$ cat src/rtl/core/skse_pkg.sv
// ----------------------------------------------------------------------------
// skse_pkg
// shared types and constants of the sorted key search engine
// ----------------------------------------------------------------------------
package skse_pkg;

    localparam int KEY_W  = 32;
    localparam int SLOT_W = 10;
    localparam int POS_W  = 10;
    localparam int CNT_W  = 11;
    localparam int KIND_W = 2;

    typedef enum logic [KIND_W-1:0] {
        KIND_WRITE = 2'd0,
        KIND_BIN   = 2'd1,
        KIND_EXP   = 2'd2,
        KIND_NONE  = 2'd3
    } t_kind;

    typedef enum logic [1:0] {
        RD_MID   = 2'd0,
        RD_ZERO  = 2'd1,
        RD_BOUND = 2'd2
    } t_rd_sel;

    typedef struct packed {
        logic    load;
        logic    mem_wr;
        logic    rd_en;
        t_rd_sel rd_sel;
        logic    win_narrow;
        logic    bound_double;
        logic    exp_win;
        logic    res_found;
        logic    res_miss;
        logic    out_load;
    } t_cmd;

    typedef struct packed {
        logic win_empty;
        logic key_eq;
        logic key_gt;
        logic bound_lt_count;
        logic count_zero;
    } t_status;

endpackage

$ cat src/rtl/core/skse_ctrl.sv
// ----------------------------------------------------------------------------
// skse_ctrl
// search sequencer: table writes and probe order for binary and exponential search
// ----------------------------------------------------------------------------
module skse_ctrl (
    input  logic               i_clk,
    input  logic               i_rst_n,
    input  logic               i_s_tvalid,
    input  skse_pkg::t_kind    i_kind,
    output logic               o_s_tready,
    input  logic               i_m_tready,
    output logic               o_m_tvalid,
    input  skse_pkg::t_status  i_status,
    output skse_pkg::t_cmd     o_cmd
);
    import skse_pkg::*;

    typedef enum logic [2:0] {
        ST_IDLE,
        ST_B_RD,
        ST_B_CMP,
        ST_E0_RD,
        ST_E0_CMP,
        ST_E_RD,
        ST_E_CMP,
        ST_FIN
    } t_state;

    t_state r_state, n_state;
    logic   r_out_valid;
    logic   w_accept;
    t_cmd   w_cmd;

    assign o_s_tready = (r_state == ST_IDLE);
    assign w_accept   = i_s_tvalid && (r_state == ST_IDLE);
    assign o_m_tvalid = r_out_valid;
    assign o_cmd      = w_cmd;

    always_comb begin
        w_cmd   = '0;
        n_state = r_state;
        unique case (r_state)
            ST_IDLE: begin
                if (w_accept) begin
                    unique case (i_kind)
                        KIND_WRITE: begin
                            w_cmd.mem_wr = 1'b1;
                        end
                        KIND_BIN: begin
                            w_cmd.load = 1'b1;
                            n_state    = ST_B_RD;
                        end
                        KIND_EXP: begin
                            w_cmd.load = 1'b1;
                            if (i_status.count_zero) begin
                                w_cmd.res_miss = 1'b1;
                                n_state        = ST_FIN;
                            end else begin
                                n_state = ST_E0_RD;
                            end
                        end
                        default: begin
                            n_state = ST_IDLE;
                        end
                    endcase
                end
            end
            ST_B_RD: begin
                if (i_status.win_empty) begin
                    w_cmd.res_miss = 1'b1;
                    n_state        = ST_FIN;
                end else begin
                    w_cmd.rd_en  = 1'b1;
                    w_cmd.rd_sel = RD_MID;
                    n_state      = ST_B_CMP;
                end
            end
            ST_B_CMP: begin
                if (i_status.key_eq) begin
                    w_cmd.res_found = 1'b1;
                    n_state         = ST_FIN;
                end else begin
                    w_cmd.win_narrow = 1'b1;
                    n_state          = ST_B_RD;
                end
            end
            ST_E0_RD: begin
                w_cmd.rd_en  = 1'b1;
                w_cmd.rd_sel = RD_ZERO;
                n_state      = ST_E0_CMP;
            end
            ST_E0_CMP: begin
                if (i_status.key_eq) begin
                    w_cmd.res_found = 1'b1;
                    n_state         = ST_FIN;
                end else begin
                    n_state = ST_E_RD;
                end
            end
            ST_E_RD: begin
                if (i_status.bound_lt_count) begin
                    w_cmd.rd_en  = 1'b1;
                    w_cmd.rd_sel = RD_BOUND;
                    n_state      = ST_E_CMP;
                end else begin
                    w_cmd.exp_win = 1'b1;
                    n_state       = ST_B_RD;
                end
            end
            ST_E_CMP: begin
                if (!i_status.key_gt) begin
                    w_cmd.bound_double = 1'b1;
                    n_state            = ST_E_RD;
                end else begin
                    w_cmd.exp_win = 1'b1;
                    n_state       = ST_B_RD;
                end
            end
            ST_FIN: begin
                if (!r_out_valid || i_m_tready) begin
                    w_cmd.out_load = 1'b1;
                    n_state        = ST_IDLE;
                end
            end
            default: begin
                n_state = ST_IDLE;
            end
        endcase
    end

    always_ff @(posedge i_clk) begin
        if (!i_rst_n) begin
            r_state     <= ST_IDLE;
            r_out_valid <= 1'b0;
        end else begin
            r_state <= n_state;
            if (w_cmd.out_load) begin
                r_out_valid <= 1'b1;
            end else if (i_m_tready) begin
                r_out_valid <= 1'b0;
            end
        end
    end

endmodule

$ cat config.mk
export PLATFORM = sky130hd
export DESIGN_NAME = skse_ctrl
export DESIGN_NICKNAME = d
export VERILOG_FILES = /design/src/rtl/core/skse_pkg.sv /design/src/rtl/core/skse_ctrl.sv
export SDC_FILE = /design/constraint.sdc
export NUM_CORES = 1
export LEC_CHECK = 0
export ABC_AREA = 1
export BUFFER_PORTS_ARGS = -buffer_cell sky130_fd_sc_hd__buf_4
export CORE_AREA = 10 10 47 49
export DETAILED_ROUTE_END_ITERATION = 10
export DIE_AREA = 0 0 57 59
export PLACE_DENSITY = 0.72
export SLEW_MARGIN = 25
export SYNTH_ARGS = -nofsm -noshare
export SYNTH_HDL_FRONTEND = slang
export SYNTH_SLANG_ARGS = --single-unit
$ cat constraint.sdc
create_clock -name i_clk -period 1.25 [get_ports i_clk]
set_input_delay 0.0625 -clock i_clk [delete_from_list [all_inputs] [get_ports i_clk]]
set_output_delay 0.0625 -clock i_clk [all_outputs]
set_load 0.03 [all_outputs]
* Word level (Yosys, flattened, before mapping)
Cells that the tools add are included.
Cells by class: muxes and demuxes 35, equal/unequal tests 12, reduce and logical (&&, ||, !) cells 9
Operator list (count):
- $mux W3 | 9
- $pmux W3 S8 | 1
- $mux W1 | 18
- $pmux W3 S3 | 2
- $eq A3 B3 Y1 const B | 4
- $eq A3 B2 Y1 const B | 2
- $mux W2 | 3
- $ne A2 B2 Y1 const B | 2
- $pmux W1 S2 | 2
- $reduce_or A2 Y1 | 2
- $eq A3 B1 Y1 const B | 1
- $logic_not A3 Y1 | 1
- $reduce_and A3 Y1 | 1
- $eq A2 B1 Y1 const B | 1
- $eq A2 B2 Y1 const B | 1
- $logic_not A2 Y1 | 1
- $ne A2 B1 Y1 const B | 1
- $reduce_bool A2 Y1 | 1
- $logic_and A1 B1 Y1 | 1
- $logic_not A1 Y1 | 1
- $logic_or A1 B1 Y1 | 1
Word-level totals: flip-flop bits (word level) 4, output and inout bits 13, input bits 11, word-level logic and storage cells 58

* Longest topological paths before layout
Gate-level depths: netlist (run 1).
word-level depth 5, depth in mapped cells 8

* Worst setup path before layout (run 1)
OpenSTA, ideal clock, no wires.
path type register -> output, start point register r_state[1], end point output o_cmd[1] (netlist bit), path buffers 1, required time 1.188 ns, slack -0.493 ns, stages on the path, launching flop included 7, arrival time 1.681 ns, cell sequence dfxtp_1 -> buf_6 -> inv_2 -> nand2_2 -> nor2_2 -> nand2_1 -> o21ai_0
RTL lines:
- start, declared | line skse_ctrl.sv:29 | t_state r_state, n_state;
- start signal, assigned | line skse_ctrl.sv:136 | r_state <= n_state;
- end, declared | line skse_ctrl.sv:14 | output skse_pkg::t_cmd o_cmd

==> impl_metrics.py, run 1 <==
metrics = {
    "grt": {
        "antenna_found_initial": 0,
        "grt_max_degree": 8,
        "grt_overflow": 0,
        "grt_pass1_wl_um": 2370,
        "gr-usage-all-layers_pct": 8.25,
        "grt_pass1_vias": 602,
    },
    "clock_tree": {
        "cts-root-buf": "clkbuf_4",
        "cts.sinks": 4,
        "cts.path.max_buffers": 2,
        "cts.clk_slew.worst_paths_ns": 0.04,
        "cts_buffers": 3,
        "h-tree-depth": 1,
        "cts_tree": "built",
        "clock_latency_ns": 0.24,
    },
    "yosys": {
        "synth-seq-area-share_pct": 17.9,
        "netlist.area_leader.share_pct": 17.9,
        "synth_commonest_cells": "19 x nand2_1, 13 x nor2_1, 12 x inv_1",
        "synth_top_cell_by_area": "dfxtp_1",
        "yosysUniqueCellTypes": 17,
        "netlist_area_sq_um": 448,
        "synthArstFlopShare_pct": 0,
        "synthCells": 78,
        "synth_warnings": 0,
        "ys_seq_elements": 4,
        "syn_nets": 92,
        "synth_flop_cell": "dfxtp_1",
        "syn_avg_cell_area_sq_um": 5.74,
        "synth_edf_count": 0,
        "yosysMostFrequentCell": "nand2_1",
        "ys_top_cells_by_area": "dfxtp_1 18%, nand2_1 16%, nor2_1 11%, inv_1 10%, ha_1 8.4%",
    },
    "critical_path": {
        "crit_required_ns": 1.19,
        "cp-start-kind": "flip-flop",
        "end_kind": "primary output",
        "worstSetupPathType": "reg -> out",
        "worstPathArrival_ns": 1.23,
        "crit_fanout": 5,
    },
    "place": {
        "post-place-cells": 117,
        "portBuffers": 23,
        "gp_routability_congestion": 0.856,
        "place_area_sq_um": 652,
        "dp_hpwl_um": 1100,
    },
    "floorplanning": {
        "rows": 14,
        "die_h_um": 59,
        "die_w_um": 57,
        "pin_count": 24,
        "core_area_sq_um": 1400,
        "start_util_pct": 32.0,
        "dieArea_sq_um": 3360,
    },
    "route": {
        "wl_per_cell_um": 11.1,
        "ant_nets": 0,
        "drt_iter0_drc": 2,
        "drc": 0,
        "drt_pre_antenna_iters": 3,
        "vias": 594,
        "viasPerCell": 4.71,
        "drt-total-wl_um": 1400,
    },
    "sta": {
        "slew_violations": 0,
        "clock_skew_ns": 0.00419,
        "fin_ws_ns": -0.0418,
        "period_share_pct": 103,
        "fin_crit_ns": 1.29,
        "rsz0062_at_grt": "true",
        "max_slew_margin_pct": 86.0,
        "setup_tns_ns": -0.0729,
        "finalSetupViolations": 4,
        "timing.final.hold_violations": 0,
        "tightestPinTransition_ns": 0.210,
        "whs_ns": 0.0400,
        "max_freq_ghz": 0.774,
    },
    "finish": {
        "finalNonFillerCells": 126,
        "nets": 126,
        "diodes": 0,
        "area_growth_pct": 74.0,
        "drive_above_1_share_pct": 50.9,
        "finish.instance_area_sq_um": 779,
    },
    "min_path": {
        "hold_class": "in -> reg",
    },
    "pwr": {
        "p_leak_nw": 0.438,
        "power_density_nw_per_um2": 2300,
        "finalPower_mw": 1.79,
        "peakVddDrop_v": 0.00114,
    },
    "run": {
        "drv_cap": 0,
    },
    "outcome": {
        "status": "complete, but fails checks",
        "failed_checks": "setup timing",
    },
}
-- placed cells by master (no fill, tap or decap), types with 2 or more instances in the layout --
cell / instances
nor2_4: 2
inv_2: 2
clkbuf_4: 3
nand2_2: 3
nor2_2: 6
ha_1: 3
buf_4: 25
inv_4: 2
nand4_1: 3
o211ai_1: 2
nand2_1: 17
inv_1: 11
nor2_1: 7
buf_6: 6
dfxtp_4: 2
nand3_1: 7
-- layer usage --
layer	vias up	GRT usage (%)	wire (um)
met3	2	2.58	85
met5	-	0	0
li1	310	-	-
met2	16	16.1	746
met4	0	3.02	10
met1	266	7.82	554
-- cells by family after synthesis --
| family | count (synthesis) | synth area share [%] |
|---|---|---|
| fa+ha+maj | 3 | 8.38 |
| compound gates | 6 | 9.22 |
| flops | 4 | 17.9 |
| simple gates | 48 | 46.6 |
| buf+inv | 17 | 17.9 |
-- power breakdown --
| group | leakage (nW) | switching, mW | internal, mW |
|---|---|---|---|
| clock | 0.0138 | 0.0540 | 0.107 |
| combinational | 0.390 | 0.751 | 0.566 |
| sequential | 0.0345 | 0.117 | 0.200 |
| total | 0.438 | 0.922 | 0.873 |
-- state kept, by name, indices dropped and copies added (netlist names) --
signal      cells
r_state         3
o_m_tvalid      1
-- timing repair --
item / 4_1_cts / 5_1_grt
setup endpoints to repair: 10 / 12
pin swaps: 4 / 6
hold buffers: 0 / 0
gates resized for setup: 9 / 13
buffers inserted: 3 / 3
-- worst paths after layout --
check	from	endpoint	slack (ns)	cells past startpoint
setup / recovery	r_state[1]	o_cmd[1]	-0.04	6
hold / removal	i_rst_n	o_m_tvalid	0.04	2
setup reg to reg	r_state[1]	r_state[2]	0.08	9
hold reg to reg	r_state[0]	o_m_tvalid	0.72	3
-- stage by stage --
| step | worst slack, ns | util [%] |
|---|---|---|
| 5_1_grt | -0.111 | 55.6 |
| 2_1_floorplan | -0.0199 | - |
| 4_1_cts | -0.0501 | 51.3 |
| 3_5_place_dp | 0.0580 | 46.5 |
| 3_3_place_gp | 0.0549 | 46.5 |
| 6_report | -0.0418 | 55.6 |
-- worst max-delay path: stages, from the launching register on --
cell and delay (ns):
dfxtp_4 0.37, inv_4 0.07, nand2_4 0.05, nor2_4 0.11, nand2_2 0.09, o21ai_2 0.15
buf_6 0.15
-- area by class of cell --
| type | instances | area [sq um] |
|---|---|---|
| timing repair buffer | 31 | 255 |
| clock buffer | 3 | 22.5 |
| sequential | 4 | 88.8 |
| inverter | 15 | 61.3 |
| multi-input combinational | 57 | 332 |
| fill | 138 | 622 |
| tap | 16 | 20.0 |
(Power assumes the default switching activity.)
==> inputs of run 2 (changes only) <==
--- a/config.mk
+++ b/config.mk
@@ -7,10 +7,10 @@
 export LEC_CHECK = 0
 export ABC_AREA = 1
 export BUFFER_PORTS_ARGS = -buffer_cell sky130_fd_sc_hd__buf_4
-export CORE_AREA = 10 10 47 49
+export CORE_MARGIN = 10
+export CORE_UTILIZATION = 30
+export CTS_BUF_LIST = sky130_fd_sc_hd__clkbuf_8
 export DETAILED_ROUTE_END_ITERATION = 10
-export DIE_AREA = 0 0 57 59
-export PLACE_DENSITY = 0.72
 export SLEW_MARGIN = 25
 export SYNTH_ARGS = -nofsm -noshare
 export SYNTH_HDL_FRONTEND = slang
==> impl_metrics.py, run 2 (synthesized netlist as in run 1, its figures left out) <==
metrics = {
    "outcome": {
        "status": "complete, but fails checks",
        "failed_checks": "setup timing",
    },
    "clock_tree": {
        "cts_tree": "built",
        "cts_buffers": 3,
        "ctsHoldBuffers": 0,
        "cts.path.max_buffers": 2,
        "cts-root-buf": "clkbuf_8",
        "clock_latency_ns": 0.21,
        "cts.sinks": 4,
        "h-tree-depth": 1,
        "cts.clk_slew.worst_paths_ns": 0.03,
    },
    "pwr": {
        "p_sw_mw": 0.877,
        "sw_frac_of_total_pct": 48.8,
        "p_seq_share_pct": 17.0,
        "clkPwrFrac_pct": 14.6,
        "power_density_nw_per_um2": 2360,
        "p_comb_share_pct": 68.4,
        "peakVddDrop_v": 0.00118,
        "internal_power_mw": 0.920,
        "finalPower_mw": 1.80,
        "p_leak_nw": 0.433,
    },
    "grt": {
        "grt_pass1_vias": 538,
        "grt_pass1_wl_um": 2190,
        "grt_max_degree": 9,
        "gr-usage-all-layers_pct": 7.61,
        "grt_overflow": 0,
        "antenna_found_initial": 0,
    },
    "sta": {
        "clock_skew_ns": 0.00401,
        "fin_crit_ns": 1.29,
        "max_freq_ghz": 0.773,
        "period_share_pct": 104,
        "tightestPinTransition_ns": 0.223,
        "rsz0062_at_grt": "true",
        "slew_violations": 0,
        "fin_ws_ns": -0.0445,
        "setup_tns_ns": -0.0690,
        "max_slew_margin_pct": 85.1,
        "finalSetupViolations": 2,
        "timing.final.hold_violations": 0,
    },
    "place": {
        "portBuffers": 23,
        "place_area_sq_um": 651,
        "dp_hpwl_um": 1090,
        "post-place-cells": 116,
        "gp_routability_congestion": 0.787,
    },
    "route": {
        "drc": 0,
        "vias": 570,
        "ant_nets": 0,
        "viasPerCell": 4.63,
        "drt_pre_antenna_iters": 4,
        "wl_per_cell_um": 11.2,
        "drt_iter0_drc": 8,
        "drt-total-wl_um": 1370,
    },
    "finish": {
        "drive_above_1_share_pct": 46.3,
        "nets": 124,
        "area_growth_pct": 70.1,
        "finalNonFillerCells": 123,
        "fill_cells": 145,
        "largest_reg_flops": 3,
        "finish.instance_area_sq_um": 762,
        "largest_register": "r_state",
        "diodes": 0,
        "layout.cells.most_common_list": "25 x buf_4, 17 x nand2_1, 11 x inv_1, 11 x nor2_1, 7 x nand3_1",
        "final_common_cell": "buf_4",
    },
    "floorplanning": {
        "die_w_um": 58.6,
        "dieArea_sq_um": 3440,
        "rows": 13,
        "core_area_sq_um": 1350,
        "die_h_um": 58.6,
        "pin_count": 24,
        "start_util_pct": 33.2,
    },
    "min_path": {
        "hold_class": "in -> reg",
        "holdPathStages": 2,
        "min_from": "i_rst_n",
        "hold-path-endpoint": "o_m_tvalid",
    },
    "run": {
        "drv_cap": 0,
    },
    "critical_path": {
        "crit_required_ns": 1.19,
        "end_kind": "primary output",
        "slowest_delay_ns": 0.36,
        "reg2reg_depth": 8,
        "r2r-start": "r_state[0]",
        "rr_endpoint": "r_state[2]",
        "cpMaxStageDelayCell": "dfxtp_4",
        "r2r_slack_ns": 0.14,
        "worstPathArrival_ns": 1.23,
        "worstSetupPathType": "reg -> out",
        "crit_fanout": 6,
        "cp_cell_sequence": "inv_4, nand2_4, nor2_4, nand2_2, o21ai_2, buf_6",
        "cp-start-kind": "flip-flop",
    },
}
## run 2: cell type report
class	count	area, sq um	area share (%)
clock buffers	3	41.3	5.42
inverters	15	61.3	8.05
multi-input cells	57	317	41.5
flip-flops and latches	4	91.3	12.0
well taps	15	18.8	2.46
repair buffers	29	233	30.5
## run 2: how the worst max path moves through the flow
stage / from / to
after global routing: r_state[0] / o_cmd[1]
after detailed placement: r_state[2] / r_state[2]
after CTS: r_state[1] / o_cmd[1]
after floorplan: r_state[1] / o_cmd[1]
after global placement: r_state[0] / r_state[0]
final: r_state[0] / o_cmd[1]
## run 2: timing repair
item                                    in CTS  in global routing
endpoints found under the setup margin       8                  7
hold endpoints to repair                     0                  0
pin swaps                                    0                  6
buffers inserted                             1                  3
resized for setup                            6                 10
## run 2: stage by stage
step	utilization, %	hold WS, ns	setup slack, ns
finish	56.4	0.0750	-0.0445
global route	56.4	0.0912	-0.107
CTS	52.8	0.0765	-0.0291
detailed placement	48.2	0.291	0.0668
global placement	48.2	0.285	0.0993
floorplan	-	0.180	-0.0199
## run 2: power groups by stage
stage,sequential (mW),combinational [mW],clock (mW)
floorplan,0.221,0.840,0
global placement,0.271,1.04,0
detailed placement,0.273,1.04,0
CTS,0.283,1.11,0.266
global route,0.319,1.35,0.277
finish,0.306,1.23,0.262
## run 2: worst max-delay path: cells and delay by family, from the launching register on
kind            cells  cell delay (ns)
compound gates      1             0.15
buf+inv             2             0.21
flops               1             0.36
simple gates        3             0.29
## run 2: routing by layer
metal / GRT usage (%) / part of all wire, % / vias to the layer above
met4: 3.93 / 0 / 0
met3: 2.15 / 7.0 / 0
met2: 12.7 / 50 / 17
li1: - / - / 305
met1: 8.51 / 43 / 248
met5: 0 / 0 / -
==> inputs of run 3 (changes only) <==
--- a/config.mk
+++ b/config.mk
@@ -11,6 +11,7 @@
 export CORE_UTILIZATION = 30
 export CTS_BUF_LIST = sky130_fd_sc_hd__clkbuf_8
 export DETAILED_ROUTE_END_ITERATION = 10
+export PLACE_DENSITY = 0.66
 export SLEW_MARGIN = 25
 export SYNTH_ARGS = -nofsm -noshare
 export SYNTH_HDL_FRONTEND = slang
==> impl_metrics.py, run 3 (synthesized netlist as in run 1, its figures left out) <==
metrics = {
    "outcome": {
        "status": "finished, final reports clean",
    },
    "floorplanning": {
        "die_h_um": 58.6,
        "pin_count": 24,
        "core_area_sq_um": 1350,
        "die_w_um": 58.6,
        "dieArea_sq_um": 3440,
        "start_util_pct": 33.2,
        "rows": 13,
    },
    "critical_path": {
        "crit_required_ns": 1.19,
        "crit_fanout": 6,
        "end_kind": "primary output",
        "worstPathArrival_ns": 1.18,
        "cp-start-kind": "flip-flop",
        "reg2reg_depth": 7,
        "worstSetupPathType": "reg -> out",
    },
    "clock_tree": {
        "cts_buffers": 3,
        "cts_tree": "built",
        "ctsHoldBuffers": 0,
        "h-tree-depth": 1,
        "cts.clk_slew.worst_paths_ns": 0.03,
        "cts.path.max_buffers": 2,
        "cts.sinks": 4,
        "clock_latency_ns": 0.21,
        "cts-root-buf": "clkbuf_8",
    },
    "sta": {
        "timing.final.hold_violations": 0,
        "setup_tns_ns": 0,
        "period_share_pct": 99.0,
        "finalSetupViolations": 0,
        "fin_crit_ns": 1.24,
        "clock_skew_ns": 0.00349,
        "tightestPinTransition_ns": 0.186,
        "whs_ns": 0.0623,
        "slew_violations": 0,
        "rsz0062_at_grt": "true",
        "max_freq_ghz": 0.808,
        "max_slew_margin_pct": 87.5,
        "fin_ws_ns": 0.0122,
    },
    "place": {
        "post-place-cells": 116,
        "dp_hpwl_um": 1120,
        "place_ws_ns": 0.0450,
        "place_area_sq_um": 651,
        "portBuffers": 23,
        "gp_routability_congestion": 0.777,
    },
    "finish": {
        "finish.instance_area_sq_um": 786,
        "diodes": 0,
        "final_common_cell": "buf_4",
        "finalNonFillerCells": 125,
        "nets": 126,
        "largest_register": "r_state",
        "fill_cells": 129,
        "utilization_pct": 58.2,
        "area_growth_pct": 75.4,
        "largest_reg_flops": 3,
        "drive_above_1_share_pct": 48.2,
        "layout.cells.most_common_list": "26 x buf_4, 18 x nand2_1, 12 x inv_1",
    },
    "grt": {
        "grt_overflow": 0,
        "antenna_found_initial": 0,
        "grt_max_degree": 8,
        "grt_pass1_wl_um": 2350,
        "gr-usage-all-layers_pct": 8.29,
        "grt_pass1_vias": 586,
    },
    "route": {
        "viasPerCell": 4.70,
        "ant_nets": 0,
        "drt_iter0_drc": 8,
        "drt_pre_antenna_iters": 4,
        "vias": 587,
        "wl_per_cell_um": 11.1,
        "drt-total-wl_um": 1390,
        "drc": 0,
    },
    "pwr": {
        "peakVddDrop_v": 0.00119,
        "power_density_nw_per_um2": 2380,
        "finalPower_mw": 1.87,
        "p_leak_nw": 0.445,
    },
    "min_path": {
        "hold_class": "in -> reg",
        "holdPathStages": 2,
    },
    "run": {
        "drv_cap": 0,
    },
}
-- run 3: power by group --
group	internal [mW]	total [mW]	switching, mW
logic	0.557	1.30	0.744
clock network	0.205	0.266	0.0614
registers	0.200	0.302	0.103
total	0.961	1.87	0.908
-- run 3: critical path, stage by stage (launching register included) --
cell and delay, ns:
dfxtp_4 0.38, clkinv_4 0.07, buf_4 0.13, nand3_1 0.08, nand2_1 0.05, nand2_1 0.07, inv_1 0.05, buf_6 0.13
-- run 3: path summary, 6_finish.rpt --
kind	end	slack [ns]	start
worst max-delay path	o_cmd[2]	0.01	r_state[0]
worst min-delay path	o_m_tvalid	0.06	i_rst_n
worst max register to register	r_state[2]	0.08	r_state[1]
worst min register to register	r_state[2]	0.73	r_state[2]
-- run 3: final cells by class --
| type | count | area [sq um] | area share (%) |
|---|---|---|---|
| Timing Repair Buffer | 31 | 251 | 32.0 |
| Inverter | 15 | 63.8 | 8.12 |
| Tap cell | 15 | 18.8 | 2.39 |
| Clock buffer | 3 | 41.3 | 5.25 |
| Multi-Input combinational cell | 57 | 322 | 40.9 |
| Sequential cell | 4 | 88.8 | 11.3 |
-- run 3: repair_timing --
action / 4_1_cts / 5_1_grt
resized for setup: 11 / 6
buffers inserted: 5 / 1
pin swaps: 4 / 5
setup endpoints to repair: 8 / 8
-- run 3: layer usage --
layer / vias up / part of all wire [%] / track usage, %
met4: 0 / 0 / 2.95
li1: 311 / - / -
met3: 0 / 4.3 / 2.79
met1: 263 / 41 / 8.15
met2: 13 / 55 / 15.6
met5: - / 0 / 0
